`config.mk`:
```
export PLATFORM = sky130hd
export DESIGN_NAME = timing_unit_instruction_tracker_flat
export DESIGN_NICKNAME = d
export VERILOG_FILES = /design/src/hdl/tuit_pkg.sv /design/src/hdl/tuit_if.sv /design/src/hdl/timing_unit_instruction_tracker.sv /design/src/hdl/tuit_exec.sv /design/src/flat_wrapper.sv
export SDC_FILE = /design/constraint.sdc
export NUM_CORES = 1
export LEC_CHECK = 0
export BUFFER_PORTS_ARGS = -buffer_cell sky130_fd_sc_hd__clkbuf_2
export CAP_MARGIN = 20
export CORE_MARGIN = 2
export CORE_UTILIZATION = 30
export DETAILED_ROUTE_END_ITERATION = 12
export GPL_ROUTABILITY_DRIVEN = 0
export GPL_TIMING_DRIVEN = 0
export PLACE_DENSITY = 0.52
export SLEW_MARGIN = 20
export SYNTH_ARGS = -nofsm -noshare
export SYNTH_HDL_FRONTEND = slang
export SYNTH_SLANG_ARGS = --single-unit
```
`constraint.sdc`:
```
create_clock -name clk -period 4.7 [get_ports clk]
set_input_delay 0.235 -clock clk [delete_from_list [all_inputs] [get_ports clk]]
set_output_delay 0.235 -clock clk [all_outputs]
set_load 0.02 [all_outputs]
```
`src/hdl/tuit_pkg.sv`:
```
// Shared types and constants for the timing-unit instruction tracker.
package tuit_pkg;

  // Timing-unit opcodes; codes 6 and 7 carry no meaning and only bump the counter.
  typedef enum logic [2:0] {
    OP_SLEEP   = 3'd0,
    OP_AT      = 3'd1,
    OP_OFFSET  = 3'd2,
    OP_SYNCHRO = 3'd3,
    OP_MOVE    = 3'd4,
    OP_WAIT    = 3'd5
  } op_t;

  // Register indexes in the cache with a side effect or a read-back.
  localparam logic [4:0] REG_SERIAL = 5'd0;
  localparam logic [4:0] REG_ACCESS = 5'd1;
  localparam logic [4:0] REG_DATA_B1 = 5'd2;
  localparam logic [4:0] REG_DATA_B2 = 5'd3;
  localparam logic [4:0] REG_DATA_B3 = 5'd4;
  localparam logic [4:0] REG_DATA_B0 = 5'd5;
  localparam logic [4:0] REG_ACT_LO = 5'd6;
  localparam logic [4:0] REG_ACT_HI = 5'd7;

  // Tracker state. Only the cached bytes that feed serial data are kept.
  typedef struct packed {
    logic [15:0] qbit;
    logic [7:0]  data_b1;
    logic [7:0]  data_b2;
    logic [7:0]  data_b3;
    logic [7:0]  data_b0;
    logic [15:0] activity;
  } track_state_t;

  // One result beat.
  typedef struct packed {
    logic [15:0] qbit_count;
    logic [2:0]  opcode;
    logic [12:0] param_value;
    logic [4:0]  reg_index;
    logic [7:0]  reg_value;
    logic        serial_valid;
    logic [2:0]  device_index;
    logic [5:0]  bit_length;
    logic [31:0] serial_data;
    logic [1:0]  access_flags;
    logic [15:0] activity_changed;
    logic [15:0] activity_lines;
  } result_t;

endpackage

```
`src/hdl/tuit_if.sv`:
```
// Handshake interfaces for instruction words and tracker results.
interface tuit_instr_if;
  logic        valid;
  logic        ready;
  logic [15:0] instr_word;

  modport source (output valid, output instr_word, input ready);
  modport sink (input valid, input instr_word, output ready);
endinterface

interface tuit_result_if;
  logic        valid;
  logic        ready;
  logic [15:0] qbit_count;
  logic [2:0]  opcode;
  logic [12:0] param_value;
  logic [4:0]  reg_index;
  logic [7:0]  reg_value;
  logic        serial_valid;
  logic [2:0]  device_index;
  logic [5:0]  bit_length;
  logic [31:0] serial_data;
  logic [1:0]  access_flags;
  logic [15:0] activity_changed;
  logic [15:0] activity_lines;

  modport source (
    output valid, input ready,
    output qbit_count, output opcode, output param_value, output reg_index,
    output reg_value, output serial_valid, output device_index, output bit_length,
    output serial_data, output access_flags, output activity_changed,
    output activity_lines
  );
  modport sink (
    input valid, output ready,
    input qbit_count, input opcode, input param_value, input reg_index,
    input reg_value, input serial_valid, input device_index, input bit_length,
    input serial_data, input access_flags, input activity_changed,
    input activity_lines
  );
endinterface

```
`src/hdl/timing_unit_instruction_tracker.sv`:
```
// Timing-unit instruction tracker top level.
// An accepted instruction beat passes the input register, then the result
// register, on its way to its result beat.
// Throughput: one instruction per cycle unless result.ready stalls; execute
// reads and updates counter, byte cache and activity image combinationally.
// Reset (synchronous, rst high) clears counter, cache, activity image and valids.
module timing_unit_instruction_tracker (
  input  logic          clk,
  input  logic          rst,
  tuit_instr_if.sink    instr,
  tuit_result_if.source result
);
  import tuit_pkg::*;

  logic         in_valid;
  logic [15:0]  in_word;
  logic         out_valid;
  result_t      out_res;
  track_state_t st;
  track_state_t st_next;
  result_t      res_next;
  logic         advance;

  // Move the held word to the result register when that slot frees up.
  assign advance     = in_valid && (!out_valid || result.ready);
  assign instr.ready = !in_valid || advance;

  tuit_exec u_exec (
    .instr_word (in_word),
    .st         (st),
    .st_next    (st_next),
    .res        (res_next)
  );

  // input register
  always_ff @(posedge clk) begin
    if (rst) begin
      in_valid <= 1'b0;
    end else if (instr.ready) begin
      in_valid <= instr.valid;
    end
  end

  always_ff @(posedge clk) begin
    if (instr.valid && instr.ready) begin
      in_word <= instr.instr_word;
    end
  end

  // state and result register
  always_ff @(posedge clk) begin
    if (rst) begin
      out_valid <= 1'b0;
      st        <= '0;
    end else begin
      if (advance) begin
        out_valid <= 1'b1;
        st        <= st_next;
      end else if (result.ready) begin
        out_valid <= 1'b0;
      end
    end
  end

  always_ff @(posedge clk) begin
    if (advance) begin
      out_res <= res_next;
    end
  end

  assign result.valid            = out_valid;
  assign result.qbit_count       = out_res.qbit_count;
  assign result.opcode           = out_res.opcode;
  assign result.param_value      = out_res.param_value;
  assign result.reg_index        = out_res.reg_index;
  assign result.reg_value        = out_res.reg_value;
  assign result.serial_valid     = out_res.serial_valid;
  assign result.device_index     = out_res.device_index;
  assign result.bit_length       = out_res.bit_length;
  assign result.serial_data      = out_res.serial_data;
  assign result.access_flags     = out_res.access_flags;
  assign result.activity_changed = out_res.activity_changed;
  assign result.activity_lines   = out_res.activity_lines;

endmodule

```
`src/hdl/tuit_exec.sv`:
```
// Instruction execute logic: decodes one word against the current state.
module tuit_exec (
  input  logic [15:0]           instr_word,
  input  tuit_pkg::track_state_t st,
  output tuit_pkg::track_state_t st_next,
  output tuit_pkg::result_t     res
);
  import tuit_pkg::*;

  logic [15:0] cnt_inc;
  logic [12:0] param;
  logic [4:0]  addr;
  logic [7:0]  data;

  assign cnt_inc = st.qbit + 16'd1;
  assign param   = instr_word[12:0];
  assign addr    = param[4:0];
  assign data    = param[12:5];

  always_comb begin
    st_next = st;
    st_next.qbit = cnt_inc;

    res = '0;
    res.qbit_count  = cnt_inc;
    res.opcode      = instr_word[15:13];
    res.param_value = param;

    case (op_t'(instr_word[15:13]))
      OP_SLEEP: st_next.qbit = 16'd0;
      OP_AT:    st_next.qbit = {3'd0, param};
      OP_WAIT:  st_next.qbit = cnt_inc + {3'd0, param};
      OP_MOVE: begin
        res.reg_index = addr;
        res.reg_value = data;
        // cached bytes that feed serial data
        if (addr == REG_DATA_B1) st_next.data_b1 = data;
        if (addr == REG_DATA_B2) st_next.data_b2 = data;
        if (addr == REG_DATA_B3) st_next.data_b3 = data;
        if (addr == REG_DATA_B0) st_next.data_b0 = data;
        // serial start: data width follows the length in whole bytes
        if (addr == REG_SERIAL) begin
          res.serial_valid = 1'b1;
          res.device_index = data[7:5];
          res.bit_length   = {1'b0, data[4:0]} + 6'd1;
          case (data[4:3])
            2'd0:    res.serial_data = {24'd0, st.data_b3};
            2'd1:    res.serial_data = {16'd0, st.data_b3, st.data_b2};
            2'd2:    res.serial_data = {8'd0, st.data_b3, st.data_b2, st.data_b1};
            default: res.serial_data = {st.data_b3, st.data_b2, st.data_b1, st.data_b0};
          endcase
        end
        if (addr == REG_ACCESS) res.access_flags = data[1:0];
        // activity lines, low and high byte
        if (addr == REG_ACT_LO) st_next.activity = {st.activity[15:8], data};
        if (addr == REG_ACT_HI) st_next.activity = {data, st.activity[7:0]};
      end
      default: ;
    endcase

    res.activity_changed = st_next.activity ^ st.activity;
    res.activity_lines   = st_next.activity;
  end

endmodule

```
`src/flat_wrapper.sv`:
```
// flat-port wrapper written by rule: the top's interface ports become plain ports
module timing_unit_instruction_tracker_flat import tuit_pkg::*;
  (clk, rst, instr_valid, instr_instr_word, instr_ready, result_valid, result_ready, result_qbit_count, result_opcode, result_param_value, result_reg_index, result_reg_value, result_serial_valid, result_device_index, result_bit_length, result_serial_data, result_access_flags, result_activity_changed, result_activity_lines);
  tuit_instr_if instr_i ();
  tuit_result_if result_i ();
  input  logic clk;
  input  logic rst;
  input wire logic [$bits(instr_i.valid)-1:0] instr_valid;
  input wire logic [$bits(instr_i.instr_word)-1:0] instr_instr_word;
  output wire logic [$bits(instr_i.ready)-1:0] instr_ready;
  output wire logic [$bits(result_i.valid)-1:0] result_valid;
  input wire logic [$bits(result_i.ready)-1:0] result_ready;
  output wire logic [$bits(result_i.qbit_count)-1:0] result_qbit_count;
  output wire logic [$bits(result_i.opcode)-1:0] result_opcode;
  output wire logic [$bits(result_i.param_value)-1:0] result_param_value;
  output wire logic [$bits(result_i.reg_index)-1:0] result_reg_index;
  output wire logic [$bits(result_i.reg_value)-1:0] result_reg_value;
  output wire logic [$bits(result_i.serial_valid)-1:0] result_serial_valid;
  output wire logic [$bits(result_i.device_index)-1:0] result_device_index;
  output wire logic [$bits(result_i.bit_length)-1:0] result_bit_length;
  output wire logic [$bits(result_i.serial_data)-1:0] result_serial_data;
  output wire logic [$bits(result_i.access_flags)-1:0] result_access_flags;
  output wire logic [$bits(result_i.activity_changed)-1:0] result_activity_changed;
  output wire logic [$bits(result_i.activity_lines)-1:0] result_activity_lines;
  assign instr_i.valid = instr_valid;
  assign instr_i.instr_word = instr_instr_word;
  assign instr_ready = instr_i.ready;
  assign result_valid = result_i.valid;
  assign result_i.ready = result_ready;
  assign result_qbit_count = result_i.qbit_count;
  assign result_opcode = result_i.opcode;
  assign result_param_value = result_i.param_value;
  assign result_reg_index = result_i.reg_index;
  assign result_reg_value = result_i.reg_value;
  assign result_serial_valid = result_i.serial_valid;
  assign result_device_index = result_i.device_index;
  assign result_bit_length = result_i.bit_length;
  assign result_serial_data = result_i.serial_data;
  assign result_access_flags = result_i.access_flags;
  assign result_activity_changed = result_i.activity_changed;
  assign result_activity_lines = result_i.activity_lines;
  timing_unit_instruction_tracker u_core (.clk(clk), .rst(rst), .instr(instr_i), .result(result_i));
endmodule
```
# Yosys cells after proc, flatten, opt, wreduce, memory -nomap -nowiden
# Index checks and enable logic that the tools add are counted.
classes:
  addsub: 3
  n_eq_ne: 12
  n_mux: 8
  n_bitwise: 1
  reduce_logical: 16
ops:
  columns: ["cell", "count"]
  rows:
  - ["$pmux 32 s3", 1]
  - ["$pmux 16 s3", 1]
  - ["$mux 42", 1]
  - ["$mux 16", 2]
  - ["$eq 5x3->1 const B", 4]
  - ["$add 16x1->16 const B", 1]
  - ["$add 16x13->16", 1]
  - ["$xor 16x16->16", 1]
  - ["$reduce_and 3->1", 4]
  - ["$eq 5x2->1 const B", 2]
  - ["$mux 8", 1]
  - ["$add 5x1->6 const B", 1]
  - ["$eq 3x3->1 const B", 2]
  - ["$eq 5x1->1 const B", 1]
  - ["$logic_not 5->1", 1]
  - ["$reduce_and 2->1", 2]
  - ["$eq 3x1->1 const B", 1]
  - ["$logic_not 3->1", 1]
  - ["$eq 2x1->1 const B", 1]
  - ["$eq 2x2->1 const B", 1]
  - ["$logic_and 1x1->1", 2]
  - ["$logic_not 1->1", 2]
  - ["$logic_not 2->1", 1]
  - ["$logic_or 1x1->1", 2]
  - ["2 further kinds", 3]
totals:
  reg_bits: 203
  in_bits: 20
  output_inout_bits: 123

# Logic depth before layout (Yosys ltp)
# Gate-level depths: netlist (run 1).
logic_depth:
  ltp_word: 5
  depth_mapped: 13
  ltp_nobuf: 13

# By module
# From an unflattened synthesis (run 1), not the netlist that was laid out.
hier_totals:
  cells_unflattened: 882
  hier_area_um2: 10206.0
modules_own_cells:
  columns: ["module", "instances", "cells_per_inst", "area_each_um2", "seq_area_each_um2"]
  rows:
  - ["timing_unit_instruction_tracker", 1, 424, 7110.6, 5435.2]
  - ["tuit_exec", 1, 458, 3095.5, 0.0]

# Worst setup path before layout (run 1)
# Ideal clock, no wire load.
synth_path:
  kind: "register to register"
  startpoint: "reg u_core.out_valid, in the netlist u_core.result.valid"
  endpoint: "reg u_core.st[50] (netlist name)"
  setup_time_ps: 341
  arrival_time_ps: 4856
  required_time_ps: 4359
  slack_ps: -497
  stages_incl_launch_ff: 8
  synth_period_minus_slack_ps: 5197
  cell_sequence: "dfxtp_1 > nor2b_1 > nand2b_1 > buf_2 > inv_2 > clkbuf_1 > buf_1 > a221oi_1"
synth_via:
  elab_chain_cells: 3
synth_rtl:
  columns: ["element", "line", "source"]
  rows:
  - ["from (decl)", "timing_unit_instruction_tracker.sv:17", "logic out_valid;"]
  - ["from (signal assigned)", "timing_unit_instruction_tracker.sv:53", "out_valid <= 1'b0;"]
  - ["from (signal assigned)", "timing_unit_instruction_tracker.sv:57", "out_valid <= 1'b1;"]
  - ["from (signal assigned)", "timing_unit_instruction_tracker.sv:60", "out_valid <= 1'b0;"]
  - ["$logic_not 1->1", "timing_unit_instruction_tracker.sv:25", "assign advance = in_valid && (!out_valid || result.ready);"]
  - ["$logic_or 1x1->1", "timing_unit_instruction_tracker.sv:25", null]
  - ["$logic_and 1x1->1", "timing_unit_instruction_tracker.sv:25", null]
  - ["via u_core.advance", "timing_unit_instruction_tracker.sv:22", "logic advance;"]
# The timed path passes the listed nets, and every way through them passes these cells.
# A chain may end at the register's enable or synchronous reset.

==> results.txt, run 1 <==
----------------------------------------------------
[Setup path]
  Data arrival, critical path ... 3.99 ns
  Max FO, Critical Path ... 6
  Startpoint kind of the worst setup timing path ... register
  Delay of the slowest critical-path stage ... 0.55 ns
  Category of the most critical setup path ... register to register
  List of cells traversed by the critical path ... ha_1, nand2_1, or3_1, xnor2_1, ha_1, o21a_1, o211ai_2, a211oi_1, o41ai_1, nor2_1, xnor2_1, a22o_1
  Worst Path Required ... 5.10 ns
  Worst r2r src ... u_core.st[48]$_SDFFE_PP0P_
  Cell with the largest stage delay on the worst path ... o41ai_1
  Startpoint of the most critical setup path ... u_core.st[48]$_SDFFE_PP0P_
  Kind of end point of the critical path ... register

[Routing]
  Wirelength, routed ... 25430 um
  Count of nets left with antenna violations after detail routing ... 0
  Post-DR wirelength/cell ... 18.61 um
  Detailed-route vias per instance ... 4.700
  Detailed-route via count ... 6425
  Detailed router's first-iteration violation count ... 379
  DRC ... 0
  First-pass DRT Iterations ... 4

[Timing]
  Final number of hold-violating endpoints ... 0
  Share of the clock period used by the worst path ... 0.7656
  Accumulated negative setup slack ... 0 ns
  Max-Slew Margin vs Limit ... 0.4018
  Fin Clk Skew ... 0.01747 ns
  Maximum clock frequency ... 0.2779 GHz
  Crit path time final ... 3.599 ns
  Final slew viol count ... 0
  Setup repair after global routing missed its margin ... false
  Transition time at the pin with the least slew margin ... 0.8899 ns
  Final setup viols ... 0

[Logic synthesis]
  Top-area cell type share of the netlist area ... 0.4570
  Synthesized instance count ... 776
  Top post-synthesis cells by area ... edfxtp_1 (46%), dfxtp_1 (15%), mux2i_1 (4.0%), nor2_1 (3.8%), nand2_1 (3.5%)
  Average cell area after synthesis ... 11.60 um^2
  Most common flop cell mapped by yosys ... edfxtp_1
  Mapped Nets ... 813
  Cell type contributing the most total cell area after synthesis ... edfxtp_1
  Post-synth top cells ... edfxtp_1 (137), nor2_1 (92), nand2_1 (85), dfxtp_1 (66), a21oi_1 (51)
  Portion of the post-synthesis area used by sequential elements ... 0.6038
  Cell area after synthesis ... 9002 um^2
  Seq cells post-synth ... 203
  Distinct cell type count of the synthesized netlist ... 62
  Post-synth ARST share ... 0
  Most instantiated library cell after synthesis ... edfxtp_1
  Number of enable-type register cells in the synthesized netlist ... 137
  Yosys warning total ... 0

[Clocking]
  Maximum number of buffers from clock root to sink ... 3
  Post-CTS setup buffers ... 0
  Clock buffer count from CTS ... 23
  Number of clock sinks ... 203
  Buffer type at the clock tree root ... clkbuf_16
  Clock input transition at the sequential cells of the worst setup and hold paths ... 0.06 ns
  Resize count post-CTS ... 0
  CTS tree ... built
  Number of hold buffers added after CTS ... 17
  Htree depth ... 1
  Clk Latency, worst-skew pair ... 0.51 ns

[Final layout]
  Ant diodes ... 0
  NumNets Final ... 998
  Post-route standard cell area excluding fillers ... 11250 um^2
  Non-filler instance count after layout ... 1367
  Final Core Density ... 0.3807
  Layout cells sized above 1 ... 0.2395
  Synthesis-to-layout area growth ... 25.02%

[Floorplan]
  Die X ... 177.2 um
  Placeable core region ... 29560 um^2
  Starting utilization of the core area ... 0.3046
  IO Count ... 143
  Vertical die dimension ... 177.2 um
  Total die area ... 31410 um^2
  Number of placement rows ... 63

[Pwr]
  Power per Cell Area ... 391.3 nW/um^2
  Leakage ... 4.249 nW
  Post-layout power ... 4.404 mW
  Worst ir drop on vdd ... 0.2367 mV

[Global route]
  Antenna violations before repair ... 0
  Combined global-route utilization of all metal layers ... 0.1608
  Final global-route overflow total ... 0
  Vias in the first global route ... 6265
  Global-route wire length before repair ... 38160 um
  Pin count of the biggest net entering global routing ... 81

[Placement]
  Cell Count Post-Placement ... 1309
  Port-buffer cells ... 142
  Cell area after placement ... 10240 um^2
  HPWL after detailed placement ... 17530 um

[Worst hold path]
  HP Class ... input port to register
  Launch point of the worst hold path ... result_ready

[Status]
  Run status ... finished clean

[Job]
  Number of violations of the max-capacitance limit ... 0

----------------------------------------------------
-- state kept, by name, summed over array words and instances (netlist names), 5 cells and up --
register and count:
u_core.result.activity_changed 16, u_core.result.activity_lines 16, u_core.result.serial_data 32, u_core.result.reg_index 5
u_core.st 64, u_core.result.reg_value 8, u_core.in_word 16, u_core.result.bit_length 6
u_core.result.param_value 13, u_core.result.qbit_count 16
-- cells by family after synthesis --
family	share of synthesized area
flip-flops	0.6038
multiplexers	0.07005
AND/OR/NAND/NOR	0.1408
buffers and inverters	0.02849
adder cells (fa/ha/maj)	0.02446
AO/OA/AOI/OAI	0.08979
XOR/XNOR	0.04267
-- through the flow --
step                hold WS (ns)  setup slack, ns
floorplan                 0.3339            1.302
global placement          0.4124           0.1699
detailed placement        0.4136            1.120
CTS                      0.09723            1.084
global route              0.1306           0.7690
finish                   0.08906            1.101
-- critical path: cells and delay by family, from the launching register on --
family                   cells  cell delay (ns)
flip-flops                   1             0.43
XOR/XNOR                     2             0.52
AND/OR/NAND/NOR              3             0.65
adder cells (fa/ha/maj)      2             0.63
AO/OA/AOI/OAI                5             1.26
-- cell usage in the layout, fill, tap and decap left out, types with 3 or more instances in the layout --
cell / count
o211ai_1: 3
o22ai_1: 3
xor2_1: 9
nand2_1: 85
a21oi_1: 51
clkbuf_16: 23
nor2b_1: 7
clkbuf_1: 33
xnor2_1: 33
nor2_1: 92
inv_1: 14
a221oi_1: 4
nand2b_1: 5
dlygate4sd3_1: 17
ha_1: 16
edfxtp_1: 137
a21o_1: 3
buf_2: 10
and3_1: 18
o21ai_0: 10
buf_1: 5
nor3_1: 11
nand3_1: 9
a31oi_1: 3
bufinv_16: 6
dfxtp_1: 66
and2_1: 14
clkbuf_2: 142
clkinv_2: 3
or3_1: 3
mux2_2: 24
a211oi_1: 17
mux2i_1: 36
nor2_2: 4
o21a_1: 4
a22oi_1: 9
-- final timing paths --
check                                     end  slack [ns]  cells after the start
max reg2reg        u_core.st[61]$_SDFFE_PP0P_        1.10                     12
min          u_core.result.valid$_SDFFE_PP0P_        0.09                      4
min reg2reg        u_core.st[22]$_SDFFE_PP0P_        0.45                      2
max                u_core.st[61]$_SDFFE_PP0P_        1.10                     12
-- power by group --
group / total (mW) / internal (mW) / switching (mW)
Combinational: 0.385 / 0.129 / 0.256
Sequential: 2.02 / 1.97 / 0.0438
Clock: 2.00 / 1.26 / 0.744
Total: 4.40 / 3.36 / 1.04
-- cell type report --
type	instances	area, um^2
well taps	390	488.0
inverters	15	56.30
plain buffers	49	211.5
clock buffers	26	606.8
clock inverters	15	237.7
fillers	2920	18310
multi-input cells	509	3311
repair buffers	160	908.4
flip-flops and latches	203	5435
-- per-layer routing --
layer / wire, um / part of all wire / track usage
met5: 0 / 0 / 0
met2: 11790 / 0.46 / 0.2617
met3: 1341 / 0.053 / 0.02363
met1: 11920 / 0.47 / 0.2265
met4: 377 / 0.015 / 0.03478
(Power assumes the default switching activity.)
==> run 2, diff against run 1 <==
--- a/config.mk
+++ b/config.mk
@@ -12,7 +12,7 @@
 export DETAILED_ROUTE_END_ITERATION = 12
 export GPL_ROUTABILITY_DRIVEN = 0
 export GPL_TIMING_DRIVEN = 0
-export PLACE_DENSITY = 0.52
+export PLACE_DENSITY = 0.51
 export SLEW_MARGIN = 20
 export SYNTH_ARGS = -nofsm -noshare
 export SYNTH_HDL_FRONTEND = slang
==> constraint.sdc (replaced) <==
create_clock -name clk -period 3.4 [get_ports clk]
set_input_delay 0.17 -clock clk [delete_from_list [all_inputs] [get_ports clk]]
set_output_delay 0.17 -clock clk [all_outputs]
set_load 0.02 [all_outputs]
==> run 2 against run 1 <==
Clock power up 22%; sequential share of layout area up 0.15 points; global-route usage about the same; critical endpoint unchanged; cell area down 0.29%; utilization down 0.11 points; critical path depth up 1; worst hold slack better by 0.046 ns; count of clock-buffer cells in the layout up 5.
==> results.txt, run 2 (synthesis gave the netlist of run 1 again) <==
----------------------------------------------------
[Clocking]
  Htree depth ... 1
  Clk Latency, worst-skew pair ... 0.52 ns
  Clock input transition at the sequential cells of the worst setup and hold paths ... 0.06 ns
  CTS tree ... built
  Number of clock sinks ... 203
  Maximum number of buffers from clock root to sink ... 3
  Clock buffer count from CTS ... 23
  Buffer type at the clock tree root ... clkbuf_16

[Setup path]
  List of cells traversed by the critical path ... ha_2, nand2_1, or3_1, xnor2_2, ha_1, o21a_1, o211ai_4, a211oi_2, o41ai_2, buf_4, nor2_1, xnor2_1, a22o_1
  Number of cells on the worst reg-to-reg path ... 13
  Data arrival, critical path ... 3.64 ns
  Max FO, Critical Path ... 6
  Worst Path Required ... 3.80 ns
  Startpoint kind of the worst setup timing path ... register
  Top delay family on crit path ... compound AO/OA/AOI/OAI gates
  Cell with the largest stage delay on the worst path ... or3_1
  Logic depth of the worst setup path including buffers ... 13
  R2r setup slk ... 0.16 ns
  Capture instance of the worst register-to-register path ... u_core.st[61]$_SDFFE_PP0P_
  Delay of the slowest critical-path stage ... 0.43 ns
  Category of the most critical setup path ... register to register
  Worst r2r src ... u_core.st[49]$_SDFFE_PP0P_
  CP bufs+invs ... 1
  Kind of end point of the critical path ... register

[Placement]
  HPWL after detailed placement ... 17530 um
  Cell area after placement ... 10240 um^2
  Port-buffer cells ... 142
  Pre-CTS worst setup slack ... -0.06815 ns

[Global route]
  Vias in the first global route ... 6269
  Combined global-route utilization of all metal layers ... 0.1605
  Final global-route overflow total ... 0
  Antenna violations before repair ... 0
  Pin count of the biggest net entering global routing ... 77
  Global-route wire length before repair ... 38030 um

[Floorplan]
  Vertical die dimension ... 177.2 um
  Die X ... 177.2 um
  Number of placement rows ... 63
  IO Count ... 143
  Placeable core region ... 29560 um^2
  Starting utilization of the core area ... 0.3046
  Total die area ... 31410 um^2

[Worst hold path]
  Launch point of the worst hold path ... rst
  Worst hold path cell count ... 4
  HP Class ... input port to register
  Worst min-delay path endpoint ... u_core.st[58]$_SDFFE_PP0P_

[Routing]
  DRC ... 0
  Detailed-route via count ... 6454
  Detailed router's first-iteration violation count ... 559
  Count of nets left with antenna violations after detail routing ... 0
  Detailed-route vias per instance ... 4.708
  Wirelength, routed ... 25360 um
  Post-DR wirelength/cell ... 18.50 um
  First-pass DRT Iterations ... 5

[Final layout]
  Post-route standard cell area excluding fillers ... 11220 um^2
  NumNets Final ... 1002
  Final Core Density ... 0.3796
  Most frequent standard cell in the layout excluding fill and tap cells ... clkbuf_2
  Layout cells sized above 1 ... 0.2436
  Synthesis-to-layout area growth ... 24.66%
  Filler Cell Count ... 2914
  Number of flip-flops in the largest register ... 64
  Ant diodes ... 0
  Most flop-heavy register ... u_core.st
  Leading cell types in the layout, fill and taps excluded ... clkbuf_2 (142), edfxtp_1 (137), nor2_1 (92), nand2_1 (85), dfxtp_1 (65)
  Footprint of the multi-input gates ... 3357 um^2
  Register area ... 5436 um^2

[Job]
  Number of violations of the max-capacitance limit ... 0

[Pwr]
  Worst ir drop on vdd ... 0.3760 mV
  Leakage ... 4.247 nW
  Part of the power in combinational logic ... 0.094
  Power per Cell Area ... 514.0 nW/um^2
  Cell internal pwr ... 4.353 mW
  Clock share of power ... 0.423
  Fraction of power spent switching nets ... 0.2454
  Proportion of power drawn by flip-flops and latches ... 0.483
  Switching component of the power ... 1.416 mW

[Timing]
  Hold Slack ... 0.1354 ns
  Final number of hold-violating endpoints ... 0
  Fin Clk Skew ... 0.01792 ns
  Transition time at the pin with the least slew margin ... 0.9433 ns
  Accumulated negative setup slack ... 0 ns
  Setup repair after global routing missed its margin ... false
  Max-Slew Margin vs Limit ... 0.3712
  Share of the clock period used by the worst path ... 0.9535
  Maximum clock frequency ... 0.3085 GHz
  Crit path time final ... 3.242 ns
  Final slew viol count ... 0
  Final setup viols ... 0
  Min setup slack post-route ... 0.1580 ns

[Status]
  Run status ... finished clean

----------------------------------------------------
run 2: layout make-up:
type	count	share of cell area
Sequential cell	203	0.4844
Multi-Input combinational cell	509	0.2991
Timing Repair Buffer	164	0.08384
Clock buffer	31	0.05575
Tap cell	390	0.04348
Buffer	49	0.01884
Clock inverter	10	0.009477
Inverter	15	0.005017
run 2: worst max-delay path by stage:
stage | start | end | slack, ns
after floorplan | u_core.result.valid$_SDFFE_PP0P_ | u_core.result.access_flags[0]$_SDFFCE_PN0P_ | 0.002
after global placement | u_core.result.valid$_SDFFE_PP0P_ | u_core.st[50]$_SDFFE_PP0P_ | -1.11
after detailed placement | u_core.st[48]$_SDFFE_PP0P_ | u_core.st[61]$_SDFFE_PP0P_ | -0.07
after CTS | u_core.st[48]$_SDFFE_PP0P_ | u_core.st[61]$_SDFFE_PP0P_ | 0.01
after global routing | u_core.st[49]$_SDFFE_PP0P_ | u_core.st[61]$_SDFFE_PP0P_ | 0.03
final | u_core.st[49]$_SDFFE_PP0P_ | u_core.st[61]$_SDFFE_PP0P_ | 0.16
run 2: tightest hold or removal path, cell delays in order:
cell	delay, ns
clkbuf_2	0.13
nor2_1	0.12
nand2_1	0.11
a31oi_1	0.08
run 2: repair_timing:
| action | CTS | global route |
|---|---|---|
| endpoints found under the hold margin | 18 | 0 |
| setup endpoints to repair | 2 | 6 |
| pin swaps | 0 | 3 |
| hold buffers | 18 | 0 |
| cloned | 0 | 0 |
| gates resized for setup | 1 | 7 |
| setup buffers | 0 | 3 |
run 2: per-layer routing:
metal,global-route usage,up-vias,part of all wire
met5,0,-,0
met4,0.04408,0,0.020
met3,0.02792,37,0.061
met2,0.2601,218,0.46
met1,0.2205,3042,0.46
li1,-,3157,-
run 2: power groups by stage:
stage	clock, mW	combinational, mW	sequential, mW
CTS	2.50	0.540	2.79
global route	2.60	0.589	2.80
floorplan	0	0.254	2.91
detailed placement	0	0.520	2.84
finish	2.44	0.540	2.79
global placement	0	0.513	2.85
run 2: stage by stage:
step | instances | power (mW)
after floorplan | 776 | 3.164
after global placement | 1308 | 3.363
after detailed placement | 1309 | 3.361
after CTS | 1368 | 5.833
after global routing | 1371 | 5.984
final | 1371 | 5.769
==> run 3, diff against run 2 <==
--- a/config.mk
+++ b/config.mk
@@ -6,7 +6,7 @@
 export NUM_CORES = 1
 export LEC_CHECK = 0
 export BUFFER_PORTS_ARGS = -buffer_cell sky130_fd_sc_hd__clkbuf_2
-export CAP_MARGIN = 20
+export CORE_ASPECT_RATIO = 1.4
 export CORE_MARGIN = 2
 export CORE_UTILIZATION = 30
 export DETAILED_ROUTE_END_ITERATION = 12
==> run 3 against run 2 <==
Maximum frequency is 1.2% higher; combinational power is 0.7% lower; count of clock-buffer cells in the layout is 5 lower; sequential share of layout area is 0.13 points higher; cell count is 0.66% lower; sequential cell count stayed put; die area hardly changed; largest cell class unchanged; critical path depth is 2 lower; worst setup slack better by 0.038 ns; first-iteration DRC count is 45% lower.
==> results.txt, run 3 (synthesis gave the netlist of run 1 again) <==
----------------------------------------------------
[Status]
  Run status ... finished clean

[Floorplan]
  Die X ... 150.4 um
  IO Count ... 143
  Number of placement rows ... 75
  Starting utilization of the core area ... 0.3026
  Total die area ... 31430 um^2
  Vertical die dimension ... 209.0 um
  Placeable core region ... 29750 um^2

[Final layout]
  Most frequent standard cell in the layout excluding fill and tap cells ... clkbuf_2
  Synthesis-to-layout area growth ... 24.29%
  Most flop-heavy register ... u_core.st
  Layout cells sized above 1 ... 0.2354
  Number of flip-flops in the largest register ... 64
  Ant diodes ... 0
  NumNets Final ... 998
  Leading cell types in the layout, fill and taps excluded ... clkbuf_2 (142), edfxtp_1 (137), nor2_1 (92), nand2_1 (85), dfxtp_1 (66)

[Timing]
  Transition time at the pin with the least slew margin ... 0.9226 ns
  Fin Clk Skew ... 0.009304 ns
  Final slew viol count ... 0
  Accumulated negative setup slack ... 0 ns
  Setup repair after global routing missed its margin ... false
  Maximum clock frequency ... 0.3122 GHz
  Share of the clock period used by the worst path ... 0.9422
  Final setup viols ... 0
  Max-Slew Margin vs Limit ... 0.3849
  Crit path time final ... 3.204 ns
  Final number of hold-violating endpoints ... 0

[Placement]
  Port-buffer cells ... 142
  HPWL after detailed placement ... 18200 um

[Setup path]
  List of cells traversed by the critical path ... ha_1, nand2_1, nor3_4, and3_4, xor2_2, ha_1, nand3_1, o41ai_1, nor2_1, a221oi_1, a211oi_1
  Delay of the slowest critical-path stage ... 0.51 ns
  Kind of end point of the critical path ... register
  Worst Path Required ... 3.77 ns
  Max FO, Critical Path ... 6
  Startpoint kind of the worst setup timing path ... register
  Category of the most critical setup path ... register to register
  Cell with the largest stage delay on the worst path ... o41ai_1
  Data arrival, critical path ... 3.58 ns
  Most numerous cell on the critical path ... ha_1

[Routing]
  Wirelength, routed ... 25560 um
  Detailed router's first-iteration violation count ... 307
  Detailed-route vias per instance ... 4.772
  DRC ... 0
  First-pass DRT Iterations ... 5
  Count of nets left with antenna violations after detail routing ... 0
  Detailed-route via count ... 6500
  Post-DR wirelength/cell ... 18.77 um

[Clocking]
  Post-CTS setup buffers ... 0
  Clock input transition at the sequential cells of the worst setup and hold paths ... 0.06 ns
  Clk Latency, worst-skew pair ... 0.52 ns
  Maximum number of buffers from clock root to sink ... 3
  Buffer type at the clock tree root ... clkbuf_16
  Htree depth ... 1
  CTS tree ... built
  Clock buffer count from CTS ... 22
  Number of clock sinks ... 203

[Global route]
  Global-route wire length before repair ... 38290 um
  Final global-route overflow total ... 0
  Antenna violations before repair ... 0
  Pin count of the biggest net entering global routing ... 97
  Vias in the first global route ... 6424
  Combined global-route utilization of all metal layers ... 0.1616

[Pwr]
  Leakage ... 4.218 nW
  Worst ir drop on vdd ... 0.3858 mV
  Post-layout power ... 5.806 mW
  Power per Cell Area ... 518.9 nW/um^2

[Job]
  Number of violations of the max-capacitance limit ... 0

[Worst hold path]
  HP Class ... input port to register

----------------------------------------------------
-- run 3: changes by cell type in the layout (fill, tap and decap cells not counted), moves of 2 or more --
cell / before / now
xnor2_2: 3 / 1
xnor2_1: 30 / 32
clkinv_1: 1 / 5
clkinv_2: 4 / 2
clkbuf_8: 2 / 0
buf_4: 4 / 1
clkbuf_1: 38 / 35
-- run 3: what timing repair did --
item                                    4_1_cts  5_1_grt
resized for setup                             1        3
pin swaps                                     0        0
endpoints found under the setup margin        1        4
endpoints found under the hold margin        18        0
hold buffers                                 18        0
gates cloned                                  0        0
-- run 3: cell type report --
type | instances | area, um^2
inverters | 15 | 56.30
fillers | 2920 | 18560
clock buffers | 26 | 586.8
clock inverters | 14 | 160.2
repair buffers | 161 | 918.4
plain buffers | 49 | 211.5
multi-input cells | 509 | 3339
flip-flops and latches | 203 | 5435
well taps | 385 | 481.7
-- run 3: metal layers --
metal  global-route usage  share of wire  vias up  wire length (um)
li1                     -              -     3149                 -
met1               0.1844           0.39     3136              9871
met2               0.3036           0.54      172             13820
met3              0.02052          0.044       43              1124
met4              0.05660          0.029        0               747
met5                    0              0        -                 0
-- run 3: final timing paths --
path | startpoint | endpoint | slack [ns] | cells past startpoint
setup / recovery | u_core.st[48]$_SDFFE_PP0P_ | u_core.st[60]$_SDFFE_PP0P_ | 0.20 | 11
hold / removal | rst | u_core.st[63]$_SDFFE_PP0P_ | 0.14 | 4
setup reg to reg | u_core.st[48]$_SDFFE_PP0P_ | u_core.st[60]$_SDFFE_PP0P_ | 0.20 | 11
hold reg to reg | u_core.st[23]$_SDFFE_PP0P_ | u_core.st[23]$_SDFFE_PP0P_ | 0.45 | 2
-- run 3: per-stage QoR --
stage	hold slack (ns)	instances	area [um^2]	worst slack (ns)	util
after global routing	0.1694	1362	11190	0.006286	0.3762
final	0.1420	1362	11190	0.1965	0.3762
after detailed placement	0.3486	1304	10230	0.04263	0.3440
after floorplan	0.2689	776	9010	0.002005	-
after global placement	0.3486	1303	10200	-1.128	0.3430
after CTS	0.1230	1362	11170	0.06145	0.3754
-- run 3: power by group --
part / total (mW) / internal [mW] / switching [mW]
sequential: 2.79 / 2.73 / 0.0597
combinational: 0.536 / 0.181 / 0.354
clock: 2.48 / 1.47 / 1.01
total: 5.81 / 4.38 / 1.43
-- run 3: critical path, delay by kind of cell, from the launching register on --
| family | cells | cell delay, ns |
|---|---|---|
| xor+xnor | 1 | 0.09 |
| flops | 1 | 0.43 |
| compound gates | 3 | 0.91 |
| simple gates | 5 | 1.00 |
| fa+ha+maj | 2 | 0.64 |
